`config.mk`:
```
export PLATFORM = sky130hd
export DESIGN_NAME = counter_label_formatter_core_flat
export DESIGN_NICKNAME = d
export VERILOG_FILES = /design/src/sv/clfmt_pkg.sv /design/src/sv/clfmt_in_if.sv /design/src/sv/clfmt_out_if.sv /design/src/sv/clfmt_ram.sv /design/src/sv/clfmt_divider.sv /design/src/sv/counter_label_formatter_core.sv /design/src/flat_wrapper.sv
export SDC_FILE = /design/constraint.sdc
export NUM_CORES = 2
export LEC_CHECK = 0
export ABC_AREA = 1
export BUFFER_PORTS_ARGS = -buffer_cell sky130_fd_sc_hd__clkbuf_2
export CELL_PAD_IN_SITES_DETAIL_PLACEMENT = 0
export CELL_PAD_IN_SITES_GLOBAL_PLACEMENT = 1
export CORE_UTILIZATION = 40
export DETAILED_ROUTE_END_ITERATION = 10
export PLACE_DENSITY_LB_ADDON = 0.1
export SETUP_SLACK_MARGIN = 0.5
export SLEW_MARGIN = 10
export SYNTH_ARGS = -nofsm -noshare
export SYNTH_HDL_FRONTEND = slang
export SYNTH_HIERARCHICAL = 1
export SYNTH_SLANG_ARGS = --single-unit
export TNS_END_PERCENT = 100
```
`constraint.sdc`:
```
create_clock -name clk -period 15 [get_ports clk]
set_clock_uncertainty 0.2 [all_clocks]
set_input_delay 1.5 -clock clk [delete_from_list [all_inputs] [get_ports clk]]
set_output_delay 1.5 -clock clk [all_outputs]
set_load 0.01 [all_outputs]
```
`src/sv/clfmt_pkg.sv`:
```
// Shared types, constants and lookup functions of the label formatter
package clfmt_pkg;

  localparam int VALUE_W = 16;
  localparam int CHAR_W  = 16;
  localparam int REM_W   = 5;
  localparam int CFG_INDEX_W = 2;
  localparam int CFG_DATA_W  = 16;

  typedef logic [VALUE_W-1:0] value_t;
  typedef logic [CHAR_W-1:0]  char_t;

  // Label forms selected by the mode register
  typedef enum logic [1:0] {
    MODE_DIGIT = 2'd0,
    MODE_ALPHA = 2'd1,
    MODE_SYNC  = 2'd2,
    MODE_ROMAN = 2'd3
  } label_mode_t;

  // Configuration register indexes
  localparam logic [CFG_INDEX_W-1:0] CFG_LABEL_MODE = 2'd0;
  localparam logic [CFG_INDEX_W-1:0] CFG_UPPER_CASE = 2'd1;
  localparam logic [CFG_INDEX_W-1:0] CFG_DIGIT_BASE = 2'd2;

  localparam char_t DIGIT_BASE_RESET = 16'd48;

  // Letter codes
  localparam logic [6:0] LETTER_A_UP = 7'h41;
  localparam logic [6:0] LETTER_A_LO = 7'h61;
  localparam char_t      CASE_OFFSET = 16'd32;

  localparam logic [11:0] ROMAN_MAX = 12'd3999;

  // Reciprocal constants: (n * M) >> S equals n / D for every 16-bit n
  localparam logic [15:0] MAGIC_DIV10 = 16'd52429;
  localparam int          SHIFT_DIV10 = 19;
  localparam logic [15:0] MAGIC_DIV26 = 16'd40330;
  localparam int          SHIFT_DIV26 = 20;

  typedef enum logic [1:0] {
    DIV_10 = 2'b01,
    DIV_26 = 2'b10
  } div_sel_t;

  typedef struct packed {
    logic     load;
    div_sel_t sel;
    value_t   dividend;
  } div_req_t;

  typedef struct packed {
    value_t           quot;
    logic [REM_W-1:0] rem;
  } div_res_t;

  // Roman table: value of each step, largest first
  function automatic logic [9:0] roman_value(input logic [3:0] idx);
    logic [9:0] v;
    case (idx)
      4'd0:    v = 10'd1000;
      4'd1:    v = 10'd900;
      4'd2:    v = 10'd500;
      4'd3:    v = 10'd400;
      4'd4:    v = 10'd100;
      4'd5:    v = 10'd90;
      4'd6:    v = 10'd50;
      4'd7:    v = 10'd40;
      4'd8:    v = 10'd10;
      4'd9:    v = 10'd9;
      4'd10:   v = 10'd5;
      4'd11:   v = 10'd4;
      4'd12:   v = 10'd1;
      default: v = 10'd1;
    endcase
    return v;
  endfunction

  // First capital letter of each step
  function automatic logic [6:0] roman_sym0(input logic [3:0] idx);
    logic [6:0] c;
    case (idx)
      4'd0:    c = 7'h4D;   // M
      4'd1:    c = 7'h43;   // C of CM
      4'd2:    c = 7'h44;   // D
      4'd3:    c = 7'h43;   // C of CD
      4'd4:    c = 7'h43;   // C
      4'd5:    c = 7'h58;   // X of XC
      4'd6:    c = 7'h4C;   // L
      4'd7:    c = 7'h58;   // X of XL
      4'd8:    c = 7'h58;   // X
      4'd9:    c = 7'h49;   // I of IX
      4'd10:   c = 7'h56;   // V
      4'd11:   c = 7'h49;   // I of IV
      4'd12:   c = 7'h49;   // I
      default: c = 7'h49;
    endcase
    return c;
  endfunction

  // Second capital letter of the subtractive steps
  function automatic logic [6:0] roman_sym1(input logic [3:0] idx);
    logic [6:0] c;
    case (idx)
      4'd1:    c = 7'h4D;   // M
      4'd3:    c = 7'h44;   // D
      4'd5:    c = 7'h43;   // C
      4'd7:    c = 7'h4C;   // L
      4'd9:    c = 7'h58;   // X
      4'd11:   c = 7'h56;   // V
      default: c = 7'h49;
    endcase
    return c;
  endfunction

  // Subtractive steps carry two letters
  function automatic logic roman_pair(input logic [3:0] idx);
    return idx[0] && (idx < 4'd12);
  endfunction

endpackage

```
`src/sv/clfmt_in_if.sv`:
```
// Input channel: one counter value per transaction
interface clfmt_in_if import clfmt_pkg::*; ();
  logic   valid;
  logic   ready;
  value_t counter_value;

  modport source (output valid, output counter_value, input ready);
  modport sink   (input valid, input counter_value, output ready);
endinterface

```
`src/sv/clfmt_out_if.sv`:
```
// Result channel: one label character per transaction
interface clfmt_out_if import clfmt_pkg::*; ();
  logic  valid;
  logic  ready;
  char_t char_code;
  logic  last;
  logic  error;

  modport source (output valid, output char_code, output last, output error, input ready);
  modport sink   (input valid, input char_code, input last, input error, output ready);
endinterface

```
`src/sv/clfmt_ram.sv`:
```
// Generic single-port-write, registered-read RAM
module clfmt_ram #(
  parameter int WIDTH = 16,
  parameter int DEPTH = 64
) (
  input  logic                     clk,
  input  logic                     we,
  input  logic [$clog2(DEPTH)-1:0] waddr,
  input  logic [WIDTH-1:0]         wdata,
  input  logic                     re,
  input  logic [$clog2(DEPTH)-1:0] raddr,
  output logic [WIDTH-1:0]         rdata
);

  logic [WIDTH-1:0] mem [DEPTH];
  logic [WIDTH-1:0] rdata_r;

  // Write port and registered read port
  always_ff @(posedge clk) begin
    if (we) begin
      mem[waddr] <= wdata;
    end
    if (re) begin
      rdata_r <= mem[raddr];
    end
  end

  assign rdata = rdata_r;

endmodule

```
`src/sv/clfmt_divider.sv`:
```
// Shared divide-by-10 / divide-by-26 unit: registered reciprocal product, then quotient
module clfmt_divider import clfmt_pkg::*; (
  input  logic     clk,
  input  div_req_t req,
  output div_res_t res
);

  logic [31:0] prod_r;
  div_sel_t    sel_r;
  value_t      dividend_r;
  value_t      quot;
  value_t      qd;
  value_t      diff;

  // Capture the reciprocal product
  always_ff @(posedge clk) begin
    if (req.load) begin
      prod_r     <= {16'd0, req.dividend} *
                    {16'd0, (req.sel == DIV_10) ? MAGIC_DIV10 : MAGIC_DIV26};
      sel_r      <= req.sel;
      dividend_r <= req.dividend;
    end
  end

  // Quotient from the product, remainder by shift-add back-multiply
  always_comb begin
    if (sel_r == DIV_10) begin
      quot = value_t'(prod_r >> SHIFT_DIV10);
      qd   = (quot << 3) + (quot << 1);
    end else begin
      quot = value_t'(prod_r >> SHIFT_DIV26);
      qd   = (quot << 4) + (quot << 3) + (quot << 1);
    end
    diff     = dividend_r - qd;
    res.quot = quot;
    res.rem  = diff[REM_W-1:0];
  end

endmodule

```
`src/sv/counter_label_formatter_core.sv`:
```
// Top level of the counter label formatter
// Usage:
//   in_ch carries one counter value per transaction; out_ch returns the label
//   one character per transaction, most significant first, with last set on
//   the final character. A value with no label in the current form gives a
//   single result with char_code zero, last and error set.
//   cfg_wr_en / cfg_index / cfg_wdata write label_mode (0), upper_case (1)
//   and digit_base (2); write them only while the block is idle.
// Timing:
//   The block takes one value at a time; in_ch.ready is high only when idle.
//   Digit and alphabetic labels run the shared constant divider once per
//   character, then stream from the label RAM at one character a cycle while
//   out_ch.ready stays high. Roman labels walk the table step by step, writing
//   each letter in turn; synchronized labels pass through S_DIV, S_DIGIT and
//   S_RD before streaming.
// Reset and stall:
//   rst_n holds in_ch.ready low, clears the sequencer state and out_valid_r
//   and loads the register defaults (digits, lower case, digit zero = 48).
//   A low out_ch.ready freezes the output register and the stream; the final
//   character may wait while the next value is already accepted.
module counter_label_formatter_core import clfmt_pkg::*; #(
  parameter int MAX_LABEL = 64
) (
  input  logic                   clk,
  input  logic                   rst_n,
  clfmt_in_if.sink               in_ch,
  clfmt_out_if.source            out_ch,
  input  logic                   cfg_wr_en,
  input  logic [CFG_INDEX_W-1:0] cfg_index,
  input  logic [CFG_DATA_W-1:0]  cfg_wdata
);

  localparam int LEN_W  = $clog2(MAX_LABEL + 1);
  localparam int ADDR_W = $clog2(MAX_LABEL);

  typedef enum logic [6:0] {
    S_IDLE  = 7'b0000001,
    S_DIV   = 7'b0000010,
    S_DIGIT = 7'b0000100,
    S_ROMAN = 7'b0001000,
    S_RD    = 7'b0010000,
    S_LOAD  = 7'b0100000,
    S_ERR   = 7'b1000000
  } state_t;

  // Configuration registers
  label_mode_t label_mode_r;
  logic        upper_case_r;
  char_t       digit_base_r;

  // Sequencer state
  state_t           state_r, state_nxt;
  logic [LEN_W-1:0] len_r, len_nxt;
  logic [LEN_W-1:0] pos_r, pos_nxt;
  logic [11:0]      rom_n_r, rom_n_nxt;
  logic [3:0]       rom_idx_r, rom_idx_nxt;
  logic             rom_half_r, rom_half_nxt;
  char_t            sync_char_r, sync_char_nxt;

  // Output register
  logic  out_valid_r;
  char_t out_char_r;
  logic  out_last_r;
  logic  out_err_r;
  logic  out_load;
  char_t out_char_d;
  logic  out_last_d;
  logic  out_err_d;
  logic  out_free;

  // Divider and RAM hookup
  div_req_t          div_req;
  div_res_t          div_res;
  logic              wr_en;
  char_t             wr_data;
  logic              rd_en;
  logic [LEN_W-1:0]  rd_pos;
  logic [LEN_W-1:0]  rd_idx;
  char_t             ram_rdata;

  logic              reverse;
  logic              sync_mode;
  char_t             letter0;
  char_t             roman_shift;
  logic [11:0]       rom_val;

  clfmt_divider u_div (
    .clk (clk),
    .req (div_req),
    .res (div_res)
  );

  clfmt_ram #(
    .WIDTH (CHAR_W),
    .DEPTH (MAX_LABEL)
  ) u_buf (
    .clk   (clk),
    .we    (wr_en),
    .waddr (len_r[ADDR_W-1:0]),
    .wdata (wr_data),
    .re    (rd_en),
    .raddr (rd_idx[ADDR_W-1:0]),
    .rdata (ram_rdata)
  );

  // Configuration writes
  always_ff @(posedge clk) begin
    if (!rst_n) begin
      label_mode_r <= MODE_DIGIT;
      upper_case_r <= 1'b0;
      digit_base_r <= DIGIT_BASE_RESET;
    end else if (cfg_wr_en) begin
      unique case (cfg_index)
        CFG_LABEL_MODE: label_mode_r <= label_mode_t'(cfg_wdata[1:0]);
        CFG_UPPER_CASE: upper_case_r <= cfg_wdata[0];
        CFG_DIGIT_BASE: digit_base_r <= cfg_wdata;
        default: ;
      endcase
    end
  end

  // Mode-derived helpers
  assign reverse     = (label_mode_r == MODE_DIGIT) || (label_mode_r == MODE_ALPHA);
  assign sync_mode   = (label_mode_r == MODE_SYNC);
  assign letter0     = {9'd0, upper_case_r ? LETTER_A_UP : LETTER_A_LO};
  assign roman_shift = upper_case_r ? 16'd0 : CASE_OFFSET;
  assign rom_val     = {2'd0, roman_value(rom_idx_r)};
  assign out_free    = !out_valid_r || out_ch.ready;
  assign in_ch.ready = rst_n && (state_r == S_IDLE);

  // Read address: reversed for digit and alphabetic labels
  assign rd_pos = (state_r == S_LOAD) ? pos_r + 1'b1 : pos_r;
  assign rd_idx = reverse ? len_r - 1'b1 - rd_pos : rd_pos;

  // Sequencer
  always_comb begin
    state_nxt     = state_r;
    len_nxt       = len_r;
    pos_nxt       = pos_r;
    rom_n_nxt     = rom_n_r;
    rom_idx_nxt   = rom_idx_r;
    rom_half_nxt  = rom_half_r;
    sync_char_nxt = sync_char_r;
    div_req       = '{load: 1'b0, sel: DIV_10, dividend: '0};
    wr_en         = 1'b0;
    wr_data       = '0;
    rd_en         = 1'b0;
    out_load      = 1'b0;
    out_char_d    = '0;
    out_last_d    = 1'b0;
    out_err_d     = 1'b0;

    unique case (state_r)
      S_IDLE: begin
        if (in_ch.valid) begin
          len_nxt      = '0;
          pos_nxt      = '0;
          rom_n_nxt    = in_ch.counter_value[11:0];
          rom_idx_nxt  = '0;
          rom_half_nxt = 1'b0;
          if (in_ch.counter_value == '0 ||
              (label_mode_r == MODE_ROMAN &&
               in_ch.counter_value > {4'd0, ROMAN_MAX})) begin
            state_nxt = S_ERR;
          end else begin
            unique case (label_mode_r)
              MODE_DIGIT: begin
                div_req   = '{load: 1'b1, sel: DIV_10, dividend: in_ch.counter_value};
                state_nxt = S_DIV;
              end
              MODE_ALPHA, MODE_SYNC: begin
                div_req   = '{load: 1'b1, sel: DIV_26,
                              dividend: in_ch.counter_value - 1'b1};
                state_nxt = S_DIV;
              end
              MODE_ROMAN: state_nxt = S_ROMAN;
              default:    state_nxt = S_ERR;
            endcase
          end
        end
      end

      S_DIV: state_nxt = S_DIGIT;

      S_DIGIT: begin
        if (sync_mode) begin
          // One letter repeated quotient+1 times
          if (div_res.quot >= value_t'(MAX_LABEL)) begin
            state_nxt = S_ERR;
          end else begin
            len_nxt       = LEN_W'(div_res.quot + 1'b1);
            sync_char_nxt = letter0 + char_t'(div_res.rem);
            state_nxt     = S_RD;
          end
        end else begin
          // Store one character, least significant first
          wr_en   = 1'b1;
          wr_data = (label_mode_r == MODE_DIGIT) ? digit_base_r + char_t'(div_res.rem)
                                                 : letter0 + char_t'(div_res.rem);
          len_nxt = len_r + 1'b1;
          if (div_res.quot == '0) begin
            state_nxt = S_RD;
          end else begin
            div_req.load     = 1'b1;
            div_req.sel      = (label_mode_r == MODE_DIGIT) ? DIV_10 : DIV_26;
            div_req.dividend = (label_mode_r == MODE_DIGIT) ? div_res.quot
                                                            : div_res.quot - 1'b1;
            state_nxt        = S_DIV;
          end
        end
      end

      S_ROMAN: begin
        if (rom_half_r) begin
          // Second letter of a subtractive pair
          wr_en        = 1'b1;
          wr_data      = {9'd0, roman_sym1(rom_idx_r)} + roman_shift;
          len_nxt      = len_r + 1'b1;
          rom_half_nxt = 1'b0;
        end else if (rom_n_r == '0) begin
          state_nxt = S_RD;
        end else if (rom_n_r >= rom_val) begin
          wr_en        = 1'b1;
          wr_data      = {9'd0, roman_sym0(rom_idx_r)} + roman_shift;
          len_nxt      = len_r + 1'b1;
          rom_n_nxt    = rom_n_r - rom_val;
          rom_half_nxt = roman_pair(rom_idx_r);
        end else begin
          rom_idx_nxt = rom_idx_r + 1'b1;
        end
      end

      S_RD: begin
        rd_en     = 1'b1;
        state_nxt = S_LOAD;
      end

      S_LOAD: begin
        // Stream one character per free output slot, prefetching the next
        if (out_free) begin
          out_load   = 1'b1;
          out_char_d = sync_mode ? sync_char_r : ram_rdata;
          out_last_d = (pos_r + 1'b1 == len_r);
          if (out_last_d) begin
            pos_nxt   = '0;
            state_nxt = S_IDLE;
          end else begin
            rd_en   = 1'b1;
            pos_nxt = pos_r + 1'b1;
          end
        end
      end

      S_ERR: begin
        if (out_free) begin
          out_load   = 1'b1;
          out_char_d = '0;
          out_last_d = 1'b1;
          out_err_d  = 1'b1;
          len_nxt    = '0;
          state_nxt  = S_IDLE;
        end
      end

      default: state_nxt = S_IDLE;
    endcase
  end

  // Sequencer registers
  always_ff @(posedge clk) begin
    if (!rst_n) begin
      state_r    <= S_IDLE;
      len_r      <= '0;
      pos_r      <= '0;
      rom_half_r <= 1'b0;
    end else begin
      state_r    <= state_nxt;
      len_r      <= len_nxt;
      pos_r      <= pos_nxt;
      rom_half_r <= rom_half_nxt;
    end
  end

  // Working payload, no reset needed
  always_ff @(posedge clk) begin
    rom_n_r     <= rom_n_nxt;
    rom_idx_r   <= rom_idx_nxt;
    sync_char_r <= sync_char_nxt;
  end

  // Output register: hold while the receiver stalls
  always_ff @(posedge clk) begin
    if (!rst_n) begin
      out_valid_r <= 1'b0;
    end else if (out_load) begin
      out_valid_r <= 1'b1;
    end else if (out_ch.ready) begin
      out_valid_r <= 1'b0;
    end
  end

  always_ff @(posedge clk) begin
    if (out_load) begin
      out_char_r <= out_char_d;
      out_last_r <= out_last_d;
      out_err_r  <= out_err_d;
    end
  end

  assign out_ch.valid     = out_valid_r;
  assign out_ch.char_code = out_char_r;
  assign out_ch.last      = out_last_r;
  assign out_ch.error     = out_err_r;

endmodule

```
`src/flat_wrapper.sv`:
```
// flat-port wrapper written by rule: the top's interface ports become plain ports
module counter_label_formatter_core_flat import clfmt_pkg::*;
#(
  parameter int MAX_LABEL = 64
)
  (clk, rst_n, cfg_wr_en, cfg_index, cfg_wdata, in_ch_valid, in_ch_counter_value, in_ch_ready, out_ch_valid, out_ch_char_code, out_ch_last, out_ch_error, out_ch_ready);
  clfmt_in_if in_ch_i ();
  clfmt_out_if out_ch_i ();
  input  logic clk;
  input  logic rst_n;
  input  logic cfg_wr_en;
  input  logic [CFG_INDEX_W-1:0] cfg_index;
  input  logic [CFG_DATA_W-1:0] cfg_wdata;
  input wire logic [$bits(in_ch_i.valid)-1:0] in_ch_valid;
  input wire logic [$bits(in_ch_i.counter_value)-1:0] in_ch_counter_value;
  output wire logic [$bits(in_ch_i.ready)-1:0] in_ch_ready;
  output wire logic [$bits(out_ch_i.valid)-1:0] out_ch_valid;
  output wire logic [$bits(out_ch_i.char_code)-1:0] out_ch_char_code;
  output wire logic [$bits(out_ch_i.last)-1:0] out_ch_last;
  output wire logic [$bits(out_ch_i.error)-1:0] out_ch_error;
  input wire logic [$bits(out_ch_i.ready)-1:0] out_ch_ready;
  assign in_ch_i.valid = in_ch_valid;
  assign in_ch_i.counter_value = in_ch_counter_value;
  assign in_ch_ready = in_ch_i.ready;
  assign out_ch_valid = out_ch_i.valid;
  assign out_ch_char_code = out_ch_i.char_code;
  assign out_ch_last = out_ch_i.last;
  assign out_ch_error = out_ch_i.error;
  assign out_ch_i.ready = out_ch_ready;
  counter_label_formatter_core #(.MAX_LABEL(MAX_LABEL)) u_core (.clk(clk), .rst_n(rst_n), .in_ch(in_ch_i), .out_ch(out_ch_i), .cfg_wr_en(cfg_wr_en), .cfg_index(cfg_index), .cfg_wdata(cfg_wdata));
endmodule
```
Yosys cells after proc, flatten, opt, wreduce, memory -nomap -nowiden

Memories as Yosys holds them, arrays and structs flattened. A register that Yosys moved wholly into a read port is not among the register bits.
Index checks and enable logic that the tools add are counted.
Widths: inputs -> output; s select.

Memories: 3
Register bits: 131
Word-level logic and storage cells: 191
Bits in read-only memories: 240
Output and inout bits: 20
Input bits: 39
Bits in writable memories: 1,024

Add/subtract/negate cells: 17
Bitwise logic cells: 1
Multiply operators: 1
Equal/unequal tests: 33
Magnitude comparators: 4
Muxes and demuxes: 85
Reductions and logical operators: 30

Memory list:

| memory           | words | bits a word | rd ports | clocked after memory_dff | wr ports | RTL line        | text |
|---|---|---|---|---|---|---|---|
| u_core.u_buf.mem | 64    | 16          | 1        | 1                        | 1        | clfmt_ram.sv:15 | `logic [WIDTH-1:0] mem [DEPTH];` |
| (no name shown)  | 16    | 10          | 1        | 1                        | 0        | clfmt_pkg.sv:60 | `case (idx)` |
| (no name shown)  | 16    | 5           | 1        | 1                        | 0        | clfmt_pkg.sv:82 | `case (idx)` |

Operators by type and width:

| kind                  | count |
|---|---|
| $mux 7                | 24 |
| $mux 16               | 7 |
| $mux 19               | 4 |
| $pmux 19 s2           | 2 |
| $pmux 7 s7            | 1 |
| $mux 12               | 4 |
| $add 7x16->16         | 2 |
| $logic_not 16->1      | 2 |
| $mul 16x16->32        | 1 |
| $pmux 16 s2           | 1 |
| $pmux 5 s6            | 1 |
| $pmux 7 s2            | 2 |
| $pmux 7 s4            | 1 |
| $mux 4                | 6 |
| $mux 6                | 4 |
| $pmux 12 s2           | 1 |
| $add 7x1->7 const B   | 3 |
| $mux 1                | 17 |
| $add 16x5->16         | 1 |
| $gt 16x12->1 const B  | 1 |
| $sub 16x1->16 const B | 1 |
| $add 5x5->5           | 3 |
| $mux 15               | 1 |
| $sub 13x1->14 const B | 1 |
| 47 further kinds      | 80 |

Depth between registers and ports, before layout

Depth after elaboration: 10
Depth in mapped cells: 42
Mapped depth without buffers: 41

Modules after synthesis

Netlist, hierarchy kept.

Modules (own cells, without submodules):

| module                       | area each (µm²) | seq. area each (µm²) | instances | cells an instance |
|---|---|---|---|---|
| clfmt_ram                    | 42,256.8        | 31,230.0             | 1         | 3,518 |
| clfmt_divider                | 7,843.8         | 600.6                | 1         | 1,011 |
| counter_label_formatter_core | 7,533.5         | 2,382.3              | 1         | 1,098 |

Worst setup path before layout

Ideal clock, no wire load.

Path type: input -> register
Start point: in in_ch_counter_value[0]
End point: reg u_core.u_div.prod_r[31], data pin
Required time: 14,548 ps
Buffers on the path: 1
Arrival time: 7,367 ps
Slack: 7,180 ps
Library setup time: 252 ps
Cell stages on the path: 35
Cell sequence: inv_1 -> ha_1 -> nand3_1 -> nor2_1 -> nand3_1 -> nand4_1 -> inv_1 -> buf_2 -> nand2_1 -> nand2_1 -> inv_1 -> nor2_1 -> inv_1 -> o21ai_0 -> inv_1 -> ha_1 -> or2_2 -> fa_1 -> inv_1 -> fa_1 -> inv_1 -> fa_1 -> fa_1 -> inv_1 -> fa_1 -> inv_1 -> ha_1 -> nand2_1 -> nor2_1 -> inv_2 -> nor2_4 -> and2_1 -> nand2_1 -> nand3_1 -> nand2_1

RTL lines:

| what                 | RTL line            | text |
|---|---|---|
| start, declared      | flat_wrapper.sv:15  | `input wire logic [$bits(in_ch_i.counter_value)-1:0] in_ch_counter_value;` |
| end signal, assigned | clfmt_divider.sv:18 | `prod_r <= {16'd0, req.dividend} *` |
| end, declared        | clfmt_divider.sv:8  | `logic [31:0] prod_r;` |

==> impl_metrics.ini <==
[drt]
wirelength_um = 168000
viasPerCell = 5.16
drcViolationCount = 0
vias = 39600
avgRoutedWirePerCell_um = 21.9
firstDrtPassIters = 5
drt_iter0_markers = 3216
ant_nets = 0

[cts]
ctsResizeCount = 0
holdBufCountCts = 0
clockBufferDepth = 3
clk_pin_slew_worst_paths_ns = 0.06
cts_sinks = 1158
cts_inserted_buffers = 135
h-tree-depth = 4
cts-root-buf = clkbuf_16
cts_tree = yes
clkLatencyLatePin_ns = 0.77
cts_setup_buffers = 0

[sta]
finalWorstPathRequiredPeriod_ns = 9.46
slew_violations = 0
tightest_slew_ns = 1.21
slew_headroom_pct = 18.9
timing.fmax_mhz = 106
hold_viol_final = 0
setup_viol = 0
fin_crit_sh_pct = 63.0
finalSetupTns_ns = 0
rsz0062_at_grt = no

[global_routing]
grt_pass1_vias = 38000
grt_usage_pct = 23.1
grt_pass1_wl_um = 252000
antenna_found_initial = 1
grt_max_degree = 188
overflow = 0

[worst_setup_path]
start_kind = register
crit_required_ns = 15.30
worst-r2r-setup-slack_ns = 5.54
worst_ep_arrival_time_ns = 9.76
crit_slowest_cell = o21ai_0
endpoint_kind = register
max_stage_delay_ns = 0.90
worst-path-stages = 30
path_common_cell = inv_1
critPathKind = reg2reg
worstRegToRegCells = 30
worstPathMaxFanout = 18
crit_family = adder cells
crit_buf_inv = 8
reg2reg_from = u_core/u_div/sel_r[1]
rr_endpoint = u_core/u_div/prod_r[29]

[die]
row_count = 138
die_h_um = 382
boundaryPins = 59
die_w_um = 382
start_util_pct = 40.5
core_area_um2 = 142000
dieArea_um2 = 146000

[logic_synthesis]
synth.distinct_cells = 64
synth-main-ff-cell = edfxtp_1
synth_edf_count = 1102
synth_area_um2 = 57600
avgSynthCellArea_um2 = 10.2
synth-async-reset-ratio_pct = 0
ys_ff_latch = 1158
synth_top_area_share_pct = 57.4
ys_warn_count = 6
ys_seq_area_share_pct = 59.4
yosys-top-cells-area = edfxtp_1 57%, nand2_1 11%, nand3_1 8.4%
netlist_instances = 5627
yosys.area.top_type = edfxtp_1

[placement]
portBuffers = 58
gp_congestion = 0.875
dp_hpwl_um = 102000

[power_and_ir_drop]
leakage_nw = 25.4
power_density_nw_per_um2 = 169
ir_drop_mv = 0.104
total_power_mw = 10.8

[worst_hold_path]
hold_path.class = reg2reg
whs_endpoint = u_core/digit_base_r[7]
worstHoldPathCells = 2
hold_start = u_core/digit_base_r[7]

[final_layout]
final_common_cell = nand2_1
multi_input_area_um2 = 20200
syn2layout_area_growth_pct = 11.2
fillCellCount = 13500
drive_gt1_share_pct = 8.18
layout_common_cells = 1753 x nand2_1, 1102 x edfxtp_1, 966 x nand3_1
nNetsFinal = 6026
seq_area_um2 = 34200

[outcome]
status = completed

[job]
maxCapViolCount = 0
==> flip-flops by register name (all words and copies together) (netlist names), 2 cells and up, named ones only <==
signal / cells
u_core/digit_base_r: 16
u_core/label_mode_r: 2
u_core/len_r: 7
u_core/out_ch.char_code: 16
u_core/pos_r: 7
u_core/rom_idx_r: 4
u_core/rom_n_r: 12
u_core/rom_val: 9
u_core/state_r: 7
u_core/sync_char_r: 8
u_core/u_buf/mem: 1024
u_core/u_buf/rdata: 16
u_core/u_div/dividend_r: 5
u_core/u_div/prod_r: 13
u_core/u_div/sel_r: 2
==> tightest hold or removal path, cell delays in order, from the launching register on <==
cell and delay (ns):
dfxtp_1 0.30, inv_1 0.06, a21oi_1 0.05
==> worst max path at each step <==
stage	slack, ns	endpoint	startpoint
3_5_place_dp	5.54	u_core/u_div/prod_r[29]	u_core/u_div/sel_r[1]
6_report	5.54	u_core/u_div/prod_r[29]	u_core/u_div/sel_r[1]
5_1_grt	4.77	u_core/u_div/prod_r[29]	u_core/u_div/sel_r[0]
4_1_cts	5.53	u_core/u_div/prod_r[29]	u_core/u_div/sel_r[1]
3_3_place_gp	5.81	u_core/u_div/prod_r[29]	u_core/u_div/sel_r[1]
2_1_floorplan	7.18	u_core/u_div/prod_r[31]	in_ch_counter_value[0]
==> kinds of logic (layout without fill, tap and decap cells) <==
group	after synthesis	after routing	synth area share [%]
and+or+nand+nor	3099	3099	23.0
DFF	1158	1158	59.4
buffers and inverters	770	924	6.14
adders and majority gates	308	308	8.38
AOI/OAI and AO/OA	243	243	2.36
xor gates and xnor gates	48	48	0.729
other	1	7	0.00651
==> cell usage after synthesis, types with 2 or more instances <==
cell type,number
o21ai_1,5
nor2_4,5
nand4_1,36
nand3_1,966
buf_1,22
nand2_2,14
inv_2,15
edfxtp_1,1102
nand3_2,5
nand2_4,4
a22o_1,4
nor3_1,16
xor2_1,33
nor3_2,6
nor2_1,250
a21oi_1,87
or2_2,11
o31ai_1,4
fa_1,130
buf_2,128
nor4_1,11
xnor2_1,15
inv_1,491
clkbuf_1,37
nor2_2,11
o21ai_0,102
o22ai_1,11
a22oi_1,3
nand2_1,1754
nor3_4,2
ha_1,178
nand3b_1,3
a21oi_2,2
o21bai_1,3
dfxtp_1,56
a31oi_1,3
o211ai_1,2
a21boi_0,3
buf_4,20
buf_6,52
nor3b_1,2
==> power by group <==
group / internal [mW] / switching [mW]
logic: 1.18 / 2.87
registers: 3.61 / 0.0604
clock network: 1.82 / 1.31
total: 6.61 / 4.24
==> through the flow <==
stage          cell area, µm²  utilization (%)  hold slack, ns  instances  setup WS, ns
6_report                64100             45.0           0.266       7677          5.54
5_1_grt                 64100             45.0           0.311       7674          4.77
4_1_cts                 64100             45.0           0.271       7674          5.53
3_5_place_dp            59900             42.1           0.263       7432          5.54
3_3_place_gp            59900             42.1           0.259       7432          5.81
2_1_floorplan           57600                -           0.235       5630          7.18
==> routing by layer <==
layer | part of all wire, % | track usage, %
met5 | 0.037 | 0.298
met4 | 1.7 | 5.26
met3 | 5.1 | 3.73
met2 | 44 | 34.8
met1 | 49 | 34.9
==> cell type report <==
type / instances / area share (%)
diodes: 3 / 0.0117
clock buffers: 179 / 5.71
clock inverters: 63 / 0.795
inverters: 509 / 3.03
multi-input cells: 3702 / 31.5
flip-flops and latches: 1158 / 53.4
well taps: 1890 / 3.69
repair buffers: 173 / 1.88
Power figures use the tool's default switching activity.
